**config.mk**
```make
export PLATFORM = sky130hd
export DESIGN_NAME = ir_ac_frame_receiver
export DESIGN_NICKNAME = d
export VERILOG_FILES = /design/src/rtl/irac_pkg.sv /design/src/rtl/irac_bounds.sv /design/src/rtl/irac_front.sv /design/src/rtl/irac_queue.sv /design/src/rtl/irac_back.sv /design/src/rtl/ir_ac_frame_receiver.sv
export SDC_FILE = /design/constraint.sdc
export NUM_CORES = 2
export LEC_CHECK = 0
export ABC_AREA = 1
export BUFFER_PORTS_ARGS = -buffer_cell sky130_fd_sc_hd__buf_2
export CELL_PAD_IN_SITES_DETAIL_PLACEMENT = 0
export CELL_PAD_IN_SITES_GLOBAL_PLACEMENT = 2
export CORE_MARGIN = 2
export CORE_UTILIZATION = 44
export DETAILED_ROUTE_END_ITERATION = 10
export PLACE_DENSITY = 0.93
export SLEW_MARGIN = 20
export SYNTH_ARGS = -nofsm -noshare
export SYNTH_HDL_FRONTEND = slang
export SYNTH_SLANG_ARGS = --single-unit
```
**constraint.sdc**
```tcl
create_clock -name aclk -period 17.9 [get_ports aclk]
set_input_delay 3.58 -clock aclk [delete_from_list [all_inputs] [get_ports aclk]]
set_output_delay 3.58 -clock aclk [all_outputs]
set_load 0.01 [all_outputs]
```
**src/rtl/irac_pkg.sv**
```systemverilog
package irac_pkg;

    // Frame layout
    localparam int FRAME_BYTES = 7;
    localparam int FRAME_BITS  = 8 * FRAME_BYTES;
    localparam int SUM_BYTES   = 6;
    localparam int SUM_BITS    = 8 * SUM_BYTES;
    localparam int BIT_CNT_W   = $clog2(FRAME_BITS);

    // Durations and configuration
    localparam int DURATION_BITS_DEF = 16;
    localparam int FIELD_DUR_W       = 16;
    localparam int CFG_ADDR_W        = 3;
    localparam int CFG_DATA_W        = 16;
    localparam int TOL_W             = 7;
    localparam int NUM_NOM           = 5;
    localparam int NUM_SLOT          = 2 * NUM_NOM;
    localparam int PCT_SCALE         = 100;

    localparam int QUEUE_DEPTH = 4;

    // Register indexes; the five nominal durations sit at the same places
    // in the nominal array.
    typedef enum logic [CFG_ADDR_W-1:0] {
        REG_HDR_MARK   = 3'd0,
        REG_HDR_SPACE  = 3'd1,
        REG_BIT_MARK   = 3'd2,
        REG_ONE_SPACE  = 3'd3,
        REG_ZERO_SPACE = 3'd4,
        REG_TOL        = 3'd5
    } cfg_idx_t;

    localparam logic [CFG_DATA_W-1:0] RST_HDR_MARK   = 16'd6630;
    localparam logic [CFG_DATA_W-1:0] RST_HDR_SPACE  = 16'd3350;
    localparam logic [CFG_DATA_W-1:0] RST_BIT_MARK   = 16'd400;
    localparam logic [CFG_DATA_W-1:0] RST_ONE_SPACE  = 16'd1260;
    localparam logic [CFG_DATA_W-1:0] RST_ZERO_SPACE = 16'd430;
    localparam logic [TOL_W-1:0]      RST_TOL        = 7'd25;

    // Classification of one mark/space pair
    typedef enum logic [2:0] {
        CLS_HDR_OK  = 3'd0,
        CLS_HDR_BAD = 3'd1,
        CLS_ONE     = 3'd2,
        CLS_ZERO    = 3'd3,
        CLS_BAD     = 3'd4
    } pair_class_t;

    // Status codes
    localparam logic [2:0] ST_OK             = 3'd0;
    localparam logic [2:0] ST_BAD_HDR_TIMING = 3'd1;
    localparam logic [2:0] ST_BAD_BIT_TIMING = 3'd2;
    localparam logic [2:0] ST_BAD_HDR_BYTES  = 3'd3;
    localparam logic [2:0] ST_BAD_CHECKSUM   = 3'd4;

    // Frame constants
    localparam logic [7:0] HDR_BYTE0     = 8'hD3;
    localparam logic [7:0] HDR_BYTE1     = 8'h11;
    localparam logic [7:0] CHK_BASE      = 8'h7F;
    localparam logic [7:0] CHK_XOR       = 8'h2C;
    localparam logic [4:0] SETPOINT_BASE = 5'd16;

    typedef struct packed {
        logic [2:0] status;
        logic       power_on;
        logic [2:0] mode_code;
        logic [2:0] fan_code;
        logic [4:0] setpoint_c;
        logic [3:0] vane_code;
        logic       display_on;
        logic       sleep_on;
    } result_t;

    // Handshake between the front part and the queue
    typedef struct packed {
        logic        push;
        pair_class_t cls;
    } push_t;

endpackage

```
**src/rtl/irac_bounds.sv**
```systemverilog
module irac_bounds import irac_pkg::*; #(
    parameter int DURATION_BITS = DURATION_BITS_DEF
) (
    input  logic                                        aclk,
    input  logic                                        aresetn,
    input  logic                                        cfg_we,
    input  logic [CFG_ADDR_W-1:0]                       cfg_addr,
    input  logic [CFG_DATA_W-1:0]                       cfg_wdata,
    output logic                                        busy,
    output logic [NUM_NOM-1:0][DURATION_BITS-1:0]       lo_bound,
    output logic [NUM_NOM-1:0][DURATION_BITS+1:0]       hi_bound
);

    localparam int DW     = DURATION_BITS;
    localparam int PW     = DW + 8;
    localparam int XW     = (DW > CFG_DATA_W) ? DW : CFG_DATA_W;
    localparam int SLOT_W = $clog2(NUM_SLOT);

    // Division by the percent scale as (x * RCP_MUL) >> RCP_SHIFT, which is
    // exact for every x below 2**32.
    localparam int          RCP_SHIFT = 37;
    localparam logic [31:0] RCP_MUL   = 32'h51EB_851F;
    localparam int          QW        = RCP_SHIFT + PW;

    typedef enum logic [2:0] {
        SQ_IDLE = 3'b001,
        SQ_MUL  = 3'b010,
        SQ_DIV  = 3'b100
    } seq_state_t;

    seq_state_t                          state_reg, state_next;
    logic [SLOT_W-1:0]                   slot_reg, slot_next;
    logic [NUM_NOM-1:0][CFG_DATA_W-1:0]  nom_reg;
    logic [TOL_W-1:0]                    tol_reg;

    logic [PW-1:0]    prod_reg;
    logic [NUM_NOM-1:0][DW-1:0]   lo_reg;
    logic [NUM_NOM-1:0][DW+1:0]   hi_reg;

    logic [XW-1:0]    nom_x;
    logic [DW-1:0]    nom;
    logic [7:0]       fac;
    logic [QW-1:0]    scaled;
    logic [PW-1:0]    quo;

    // Even slots hold the lower bound, odd slots the upper one.
    assign nom_x = XW'(nom_reg[slot_reg[SLOT_W-1:1]]);
    assign nom   = nom_x[DW-1:0];

    always_comb begin
        if (slot_reg[0]) begin
            fac = 8'(PCT_SCALE) + 8'(tol_reg);
        end else if (tol_reg >= TOL_W'(PCT_SCALE)) begin
            fac = 8'd0;
        end else begin
            fac = 8'(PCT_SCALE) - 8'(tol_reg);
        end
    end

    assign scaled = QW'(prod_reg) * QW'(RCP_MUL);
    assign quo    = scaled[QW-1 -: PW];

    always_comb begin
        state_next = state_reg;
        slot_next  = slot_reg;
        unique case (state_reg)
            SQ_IDLE: begin
            end
            SQ_MUL: begin
                state_next = SQ_DIV;
            end
            SQ_DIV: begin
                if (slot_reg == SLOT_W'(NUM_SLOT - 1)) begin
                    state_next = SQ_IDLE;
                end else begin
                    slot_next  = slot_reg + 1'b1;
                    state_next = SQ_MUL;
                end
            end
            default: begin
                state_next = SQ_MUL;
                slot_next  = '0;
            end
        endcase
        if (cfg_we) begin
            state_next = SQ_MUL;
            slot_next  = '0;
        end
    end

    always_ff @(posedge aclk) begin
        if (!aresetn) begin
            state_reg <= SQ_MUL;
            slot_reg  <= '0;
            nom_reg[REG_HDR_MARK]   <= RST_HDR_MARK;
            nom_reg[REG_HDR_SPACE]  <= RST_HDR_SPACE;
            nom_reg[REG_BIT_MARK]   <= RST_BIT_MARK;
            nom_reg[REG_ONE_SPACE]  <= RST_ONE_SPACE;
            nom_reg[REG_ZERO_SPACE] <= RST_ZERO_SPACE;
            tol_reg   <= RST_TOL;
        end else begin
            state_reg <= state_next;
            slot_reg  <= slot_next;
            if (cfg_we) begin
                if (cfg_addr == REG_TOL) begin
                    tol_reg <= cfg_wdata[TOL_W-1:0];
                end else if (cfg_addr < CFG_ADDR_W'(NUM_NOM)) begin
                    nom_reg[cfg_addr] <= cfg_wdata;
                end
            end
        end
    end

    always_ff @(posedge aclk) begin
        if (state_reg == SQ_MUL) begin
            prod_reg <= PW'(nom) * PW'(fac);
        end else if (state_reg == SQ_DIV) begin
            if (slot_reg[0]) begin
                hi_reg[slot_reg[SLOT_W-1:1]] <= quo[DW+1:0];
            end else begin
                lo_reg[slot_reg[SLOT_W-1:1]] <= quo[DW-1:0];
            end
        end
    end

    assign busy     = state_reg != SQ_IDLE;
    assign lo_bound = lo_reg;
    assign hi_bound = hi_reg;

endmodule

```
**src/rtl/irac_front.sv**
```systemverilog
module irac_front import irac_pkg::*; #(
    parameter int DURATION_BITS = DURATION_BITS_DEF
) (
    input  logic                                  s_valid,
    output logic                                  s_ready,
    input  logic                                  s_frame_start,
    input  logic [FIELD_DUR_W-1:0]                s_mark_us,
    input  logic [FIELD_DUR_W-1:0]                s_space_us,
    input  logic                                  bounds_busy,
    input  logic [NUM_NOM-1:0][DURATION_BITS-1:0] lo_bound,
    input  logic [NUM_NOM-1:0][DURATION_BITS+1:0] hi_bound,
    input  logic                                  queue_full,
    output push_t                                 push
);

    localparam int DW = DURATION_BITS;
    localparam int XW = (DW > FIELD_DUR_W) ? DW : FIELD_DUR_W;

    logic [XW-1:0] mark_x;
    logic [XW-1:0] space_x;
    logic [DW-1:0] mark;
    logic [DW-1:0] space;
    logic [NUM_NOM-1:0] mark_hit;
    logic [NUM_NOM-1:0] space_hit;
    logic hdr_ok;
    logic one_ok;
    logic zero_ok;

    assign mark_x  = XW'(s_mark_us);
    assign space_x = XW'(s_space_us);
    assign mark    = mark_x[DW-1:0];
    assign space   = space_x[DW-1:0];

    // Compare both durations against every window; only some pairs are used.
    always_comb begin
        for (int i = 0; i < NUM_NOM; i++) begin
            mark_hit[i]  = (mark >= lo_bound[i]) && ((DW+2)'(mark) <= hi_bound[i]);
            space_hit[i] = (space >= lo_bound[i]) && ((DW+2)'(space) <= hi_bound[i]);
        end
    end

    assign hdr_ok  = mark_hit[REG_HDR_MARK] && space_hit[REG_HDR_SPACE];
    assign one_ok  = mark_hit[REG_BIT_MARK] && space_hit[REG_ONE_SPACE];
    assign zero_ok = mark_hit[REG_BIT_MARK] && space_hit[REG_ZERO_SPACE];

    assign s_ready = !bounds_busy && !queue_full;

    always_comb begin
        push.push = s_valid && s_ready;
        priority if (s_frame_start) begin
            push.cls = hdr_ok ? CLS_HDR_OK : CLS_HDR_BAD;
        end else if (one_ok) begin
            push.cls = CLS_ONE;
        end else if (zero_ok) begin
            push.cls = CLS_ZERO;
        end else begin
            push.cls = CLS_BAD;
        end
    end

endmodule

```
**src/rtl/irac_queue.sv**
```systemverilog
module irac_queue import irac_pkg::*; (
    input  logic        aclk,
    input  logic        aresetn,
    input  push_t       push,
    output logic        full,
    output logic        pop_valid,
    output pair_class_t pop_cls,
    input  logic        pop
);

    localparam int PTR_W = $clog2(QUEUE_DEPTH);
    localparam int CNT_W = $clog2(QUEUE_DEPTH + 1);

    pair_class_t       mem [QUEUE_DEPTH];
    logic [PTR_W-1:0]  wr_ptr_reg;
    logic [PTR_W-1:0]  rd_ptr_reg;
    logic [CNT_W-1:0]  cnt_reg;
    logic              do_push;
    logic              do_pop;

    assign full      = cnt_reg == CNT_W'(QUEUE_DEPTH);
    assign pop_valid = cnt_reg != '0;
    assign pop_cls   = mem[rd_ptr_reg];
    assign do_push   = push.push && !full;
    assign do_pop    = pop && pop_valid;

    always_ff @(posedge aclk) begin
        if (!aresetn) begin
            wr_ptr_reg <= '0;
            rd_ptr_reg <= '0;
            cnt_reg    <= '0;
        end else begin
            if (do_push) begin
                wr_ptr_reg <= wr_ptr_reg + 1'b1;
            end
            if (do_pop) begin
                rd_ptr_reg <= rd_ptr_reg + 1'b1;
            end
            if (do_push && !do_pop) begin
                cnt_reg <= cnt_reg + 1'b1;
            end else if (do_pop && !do_push) begin
                cnt_reg <= cnt_reg - 1'b1;
            end
        end
    end

    always_ff @(posedge aclk) begin
        if (do_push) begin
            mem[wr_ptr_reg] <= push.cls;
        end
    end

endmodule

```
**src/rtl/irac_back.sv**
```systemverilog
module irac_back import irac_pkg::*; (
    input  logic        aclk,
    input  logic        aresetn,
    input  logic        cls_valid,
    input  pair_class_t cls,
    output logic        cls_pop,
    output logic        m_valid,
    input  logic        m_ready,
    output result_t     m_result
);

    typedef enum logic [2:0] {
        PH_IDLE = 3'b001,
        PH_BITS = 3'b010,
        PH_SKIP = 3'b100
    } phase_t;

    phase_t                 phase_reg, phase_next;
    logic [BIT_CNT_W-1:0]   cnt_reg, cnt_next;
    logic [FRAME_BITS-1:0]  frame_reg, frame_next;
    logic [7:0]             sum_reg, sum_next;
    logic                   m_valid_reg;
    result_t                result_reg;

    logic                   out_free;
    logic [FRAME_BITS-1:0]  frame_shift;
    logic [7:0]             chk;
    logic                   emit;
    result_t                res;
    result_t                final_res;

    assign out_free = !m_valid_reg || m_ready;
    assign cls_pop  = cls_valid && out_free;

    // Bits arrive LSB first and shift in from the top, so after the last
    // bit byte i sits at bits 8*i+7 down to 8*i.
    assign frame_shift = {cls == CLS_ONE, frame_reg[FRAME_BITS-1:1]};
    assign chk         = (CHK_BASE - sum_reg) ^ CHK_XOR;

    always_comb begin
        final_res = '0;
        if (frame_shift[7:0] != HDR_BYTE0 || frame_shift[15:8] != HDR_BYTE1) begin
            final_res.status = ST_BAD_HDR_BYTES;
        end else if (frame_shift[55:48] != chk) begin
            final_res.status = ST_BAD_CHECKSUM;
        end else begin
            final_res.status     = ST_OK;
            final_res.power_on   = frame_shift[19];
            final_res.mode_code  = frame_shift[18:16];
            final_res.fan_code   = frame_shift[22:20];
            final_res.setpoint_c = 5'(frame_shift[27:24]) + SETPOINT_BASE;
            final_res.vane_code  = frame_shift[35:32];
            final_res.display_on = frame_shift[47];
            final_res.sleep_on   = frame_shift[41];
        end
    end

    always_comb begin
        phase_next = phase_reg;
        cnt_next   = cnt_reg;
        frame_next = frame_reg;
        sum_next   = sum_reg;
        emit       = 1'b0;
        res        = '0;
        if (cls_pop) begin
            unique case (cls)
                CLS_HDR_OK: begin
                    phase_next = PH_BITS;
                    cnt_next   = '0;
                    sum_next   = '0;
                end
                CLS_HDR_BAD: begin
                    phase_next = PH_SKIP;
                    cnt_next   = '0;
                    emit       = 1'b1;
                    res.status = ST_BAD_HDR_TIMING;
                end
                CLS_ONE, CLS_ZERO: begin
                    if (phase_reg == PH_BITS) begin
                        frame_next = frame_shift;
                        cnt_next   = cnt_reg + 1'b1;
                        // A byte of the checksummed range completes here.
                        if (cnt_reg[2:0] == 3'b111 && cnt_reg < BIT_CNT_W'(SUM_BITS)) begin
                            sum_next = sum_reg + frame_shift[FRAME_BITS-1 -: 8];
                        end
                        if (cnt_reg == BIT_CNT_W'(FRAME_BITS - 1)) begin
                            phase_next = PH_IDLE;
                            cnt_next   = '0;
                            emit       = 1'b1;
                            res        = final_res;
                        end
                    end
                end
                CLS_BAD: begin
                    if (phase_reg == PH_BITS) begin
                        phase_next = PH_SKIP;
                        emit       = 1'b1;
                        res.status = ST_BAD_BIT_TIMING;
                    end
                end
                default: begin
                end
            endcase
        end
    end

    always_ff @(posedge aclk) begin
        if (!aresetn) begin
            phase_reg   <= PH_IDLE;
            cnt_reg     <= '0;
            m_valid_reg <= 1'b0;
        end else begin
            phase_reg <= phase_next;
            cnt_reg   <= cnt_next;
            if (emit) begin
                m_valid_reg <= 1'b1;
            end else if (m_ready) begin
                m_valid_reg <= 1'b0;
            end
        end
    end

    always_ff @(posedge aclk) begin
        frame_reg <= frame_next;
        sum_reg   <= sum_next;
        if (emit) begin
            result_reg <= res;
        end
    end

    assign m_valid  = m_valid_reg;
    assign m_result = result_reg;

endmodule

```
**src/rtl/ir_ac_frame_receiver.sv**
```systemverilog
// Channel  Direction  Handshake          Payload
// s_       in         s_valid/s_ready    s_frame_start, s_mark_us, s_space_us
// m_       out        m_valid/m_ready    m_status and the decoded settings
// cfg_     in         cfg_we             cfg_addr, cfg_wdata
//
// One mark/space pair is taken per cycle while s_ready is high; a result leaves
// in the cycle after the pair completing or breaking a frame reaches the decoder.
// After reset and after every register write, the tolerance windows are
// rebuilt by one multiplier and a reciprocal multiplication for the division
// by 100, one bound at a time in a multiply and a divide state, with s_ready low.
// A stalled output holds the decoder; a four-entry queue keeps s_ready up till full.
// Reset is synchronous, active low, and restores the configuration to its defaults.
module ir_ac_frame_receiver import irac_pkg::*; #(
    parameter int DURATION_BITS = DURATION_BITS_DEF
) (
    input  logic                   aclk,
    input  logic                   aresetn,
    input  logic                   cfg_we,
    input  logic [CFG_ADDR_W-1:0]  cfg_addr,
    input  logic [CFG_DATA_W-1:0]  cfg_wdata,
    input  logic                   s_valid,
    output logic                   s_ready,
    input  logic                   s_frame_start,
    input  logic [FIELD_DUR_W-1:0] s_mark_us,
    input  logic [FIELD_DUR_W-1:0] s_space_us,
    output logic                   m_valid,
    input  logic                   m_ready,
    output logic [2:0]             m_status,
    output logic                   m_power_on,
    output logic [2:0]             m_mode_code,
    output logic [2:0]             m_fan_code,
    output logic [4:0]             m_setpoint_c,
    output logic [3:0]             m_vane_code,
    output logic                   m_display_on,
    output logic                   m_sleep_on
);

    logic                                  bounds_busy;
    logic [NUM_NOM-1:0][DURATION_BITS-1:0] lo_bound;
    logic [NUM_NOM-1:0][DURATION_BITS+1:0] hi_bound;
    push_t                                 push;
    logic                                  queue_full;
    logic                                  cls_valid;
    pair_class_t                           cls;
    logic                                  cls_pop;
    result_t                               result;

    irac_bounds #(
        .DURATION_BITS(DURATION_BITS)
    ) u_bounds (
        .aclk      (aclk),
        .aresetn   (aresetn),
        .cfg_we    (cfg_we),
        .cfg_addr  (cfg_addr),
        .cfg_wdata (cfg_wdata),
        .busy      (bounds_busy),
        .lo_bound  (lo_bound),
        .hi_bound  (hi_bound)
    );

    irac_front #(
        .DURATION_BITS(DURATION_BITS)
    ) u_front (
        .s_valid       (s_valid),
        .s_ready       (s_ready),
        .s_frame_start (s_frame_start),
        .s_mark_us     (s_mark_us),
        .s_space_us    (s_space_us),
        .bounds_busy   (bounds_busy),
        .lo_bound      (lo_bound),
        .hi_bound      (hi_bound),
        .queue_full    (queue_full),
        .push          (push)
    );

    irac_queue u_queue (
        .aclk      (aclk),
        .aresetn   (aresetn),
        .push      (push),
        .full      (queue_full),
        .pop_valid (cls_valid),
        .pop_cls   (cls),
        .pop       (cls_pop)
    );

    irac_back u_back (
        .aclk      (aclk),
        .aresetn   (aresetn),
        .cls_valid (cls_valid),
        .cls       (cls),
        .cls_pop   (cls_pop),
        .m_valid   (m_valid),
        .m_ready   (m_ready),
        .m_result  (result)
    );

    assign m_status     = result.status;
    assign m_power_on   = result.power_on;
    assign m_mode_code  = result.mode_code;
    assign m_fan_code   = result.fan_code;
    assign m_setpoint_c = result.setpoint_c;
    assign m_vane_code  = result.vane_code;
    assign m_display_on = result.display_on;
    assign m_sleep_on   = result.sleep_on;

    a_cfg_blocks_input: assert property (@(posedge aclk) disable iff (!aresetn)
        cfg_we |=> !s_ready)
        else $error("input accepted while the windows are being rebuilt");

    a_busy_blocks_input: assert property (@(posedge aclk) disable iff (!aresetn)
        (bounds_busy || queue_full) |-> !s_ready)
        else $error("ready high while windows are stale or the queue is full");

    a_error_fields_zero: assert property (@(posedge aclk) disable iff (!aresetn)
        (m_valid && m_status != ST_OK) |->
        (!m_power_on && m_mode_code == 3'd0 && m_fan_code == 3'd0 &&
         m_setpoint_c == 5'd0 && m_vane_code == 4'd0 && !m_display_on && !m_sleep_on))
        else $error("error result carries nonzero settings");

    a_ok_setpoint_range: assert property (@(posedge aclk) disable iff (!aresetn)
        (m_valid && m_status == ST_OK) |-> m_setpoint_c[4])
        else $error("good frame with setpoint below the base");

endmodule
```
==> summary.txt <==
Floorplan
  • I/O pin total: 80
  • Initial core utilization: 44.4%
  • Die height: 289 um
  • Die Footprint: 83,600 um^2
  • Die Span X: 289 um
  • Std-Cell Rows: 104
  • Core ar.: 80,500 um^2

Final layout
  • Area added between synthesis and finish: 8.97%
  • Area occupied by multi-input gates: 21,000 um^2
  • Max reg flops: 90
  • Commonest non-fill, non-tap cells in the layout: inv_1 (964), nand2_1 (578), ha_1 (486)
  • Commonest non-fill, non-tap cell in the layout: inv_1
  • Fillers: 7,677
  • Layout cell share with drive strength beyond 1: 5.41%
  • FF/Latch Area: 11,000 um^2
  • Layout Nets: 4,968
  • Final Instance Area: 39,000 um^2

Synthesis
  • Number of flops mapped to enable cells by yosys: 290
  • Post-synth net total: 4,868
  • Yosys cell types: 54
  • #FFs+latches synth: 403
  • Main synth FF type: edfxtp_1
  • Register area share after synthesis: 30.7%
  • Mean Syn Cell Area: 8.98 um^2
  • Mapped Cells: 3,986
  • Fraction of registers with async set/reset: 0%
  • Mapped cell area: 35,800 um^2
  • Warnings from Yosys: 0

STA
  • Final slew viol count: 0
  • RSZ-0062 raised after global routing: no
  • Final min period: 7440 ps
  • Final setup viols: 0
  • Setup Skew: 22.5 ps
  • Slew headroom: 25.2%
  • Final number of hold-violating endpoints: 0
  • Worst slew pin tran: 1120 ps
  • Fin crit share: 41.6%
  • Setup TNS: 0 ps
  • Max Clk Rate: 134 MHz

CTS
  • CTS tree: done
  • # hold bufs at CTS: 0
  • Clock sinks: 403
  • H-tree Lvls: 2
  • Clk buf depth: 3
  • Num CTS Buffers: 46
  • Postcts setup bufs: 0
  • CTS resizes: 0
  • Clk_lat worst skew: 610 ps
  • Root Driver: clkbuf_16
  • Clk slew on worst S/H paths: 60 ps

GRT
  • Initial antenna violation count: 2
  • GRT Residual Overflow: 0
  • Vias in the first global route: 26,200
  • Largest net degree at the start of global routing: 100
  • First-pass GRT wire length: 147 mm
  • GRT Resource Usage Total: 22.9%

Critical path
  • Worst path arrival time: 7670 ps
  • Critical Path Slowest Stage Cell: xor2_1
  • Slowest stage delay, CP: 890 ps
  • Startpoint types: flip-flop
  • CP Cell Sequence: fa_1, inv_1, fa_1, inv_1, fa_1, inv_1, fa_1, fa_1, inv_1, fa_1, inv_1, fa_1, inv_1, ha_1, nand2_1, nor2_1, inv_1, nor3_1, nand4_1, nand3_1, xor2_1
  • Setup CP Type: reg2reg
  • WP data required: 18,140 ps
  • Worst setup EP type: flip-flop
  • Critical-path maximum fanout: 10

Routing
  • Via density: 5.00
  • Total routed wirelength: 94.7 mm
  • Antenna viol nets, final: 0
  • First-iteration detailed-routing DRC count: 1,635
  • Routed length per instance: 18.3 um
  • DR pass1 iterations: 6
  • DR DRC count: 0
  • Via count: 25,900

Flow run
  • Max_cap viols: 0

Place
  • DP Area: 37,500 um^2
  • DP Wirelength: 77.0 mm
  • Count of input and output buffers: 79
  • Placer Congestion: 0.908

Min path
  • Hold crit path type: reg2reg

Run status
  • Outcome: completed
[metrics by stage]
stage          util [%]  worst slack (ps)  instances  hold WS [ps]
3_3_place_gp       46.5             10450       5098           403
6_report           48.4             10460       5185           417
4_1_cts            48.4             10400       5184           419
3_5_place_dp       46.5             10440       5098           405
5_1_grt            48.4             10050       5185           428
2_1_floorplan         -             11020       3986           400
[Yosys cell counts, drive strengths merged, types with 6 or more instances]
| master | n | area share [%] |
|---|---|---|
| o221ai | 6 | 0.15 |
| o211ai | 10 | 0.21 |
| a21oi | 194 | 2.7 |
| o21ai | 168 | 2.3 |
| o31ai | 9 | 0.19 |
| xnor2 | 11 | 0.27 |
| o21a | 17 | 0.36 |
| nor3 | 47 | 0.69 |
| clkbuf | 33 | 0.35 |
| nor2 | 419 | 4.6 |
| ha | 486 | 17 |
| nand4 | 30 | 0.54 |
| buf | 11 | 0.23 |
| nand3 | 126 | 1.8 |
| or2 | 13 | 0.23 |
| inv | 973 | 10 |
| edfxtp | 290 | 24 |
| fa | 339 | 19 |
| o21bai | 18 | 0.38 |
| a21o | 12 | 0.25 |
| nand3b | 6 | 0.13 |
| nand2 | 585 | 6.2 |
| xor2 | 20 | 0.49 |
| dfxtp | 113 | 6.3 |
| nor4 | 21 | 0.45 |
| o22ai | 7 | 0.12 |
[worst max-delay path: cells and delay by family (launching register included)]
kind	cells	cell delay [ps]
buffers and inverters	7	630
DFF	1	610
and+or+nand+nor	5	920
adders and majority gates	8	4050
xor gates and xnor gates	1	890
[area by class of cell]
cell class / count / share of cell area, %
repair buffers: 96 / 1.34
flip-flops and latches: 403 / 28.1
diodes: 1 / 0.00642
clock inverters: 33 / 0.831
inverters: 975 / 9.39
clock buffers: 53 / 3.04
well taps: 1060 / 3.40
multi-input cells: 2564 / 53.9
[per-layer routing]
| layer | track usage, % | wire [um] | vias up |
|---|---|---|---|
| met3 | 2.91 | 4310 | 101 |
| met2 | 38.7 | 45100 | 542 |
| met4 | 5.79 | 2120 | 0 |
| met5 | 0 | 0 | - |
| met1 | 31.2 | 43100 | 12500 |
| li1 | - | - | 12800 |
[final timing paths]
path	start	to	slack (ps)	cells after the start
worst min-delay path	u_back.frame_reg[43]	u_back.frame_reg[42]	420	0
worst max-delay path	u_bounds.prod_reg[9]	u_bounds.lo_bound[50]	10460	21
worst max register to register	u_bounds.prod_reg[9]	u_bounds.lo_bound[50]	10460	21
worst min register to register	u_back.frame_reg[43]	u_back.frame_reg[42]	420	0
[logic make-up (layout without fill, tap and decap cells)]
logic type	Yosys count	count (layout)	synth area share, %
fa+ha+maj	825	825	36.0
flops	403	403	30.7
compound gates	455	455	7.03
other cells	0	1	0
simple gates	1253	1253	14.8
buf+inv	1019	1157	10.8
xor+xnor	31	31	0.759
Power is not shown: default switching activity piles up to over one toggle a cycle in this logic, so the estimate is an artifact.
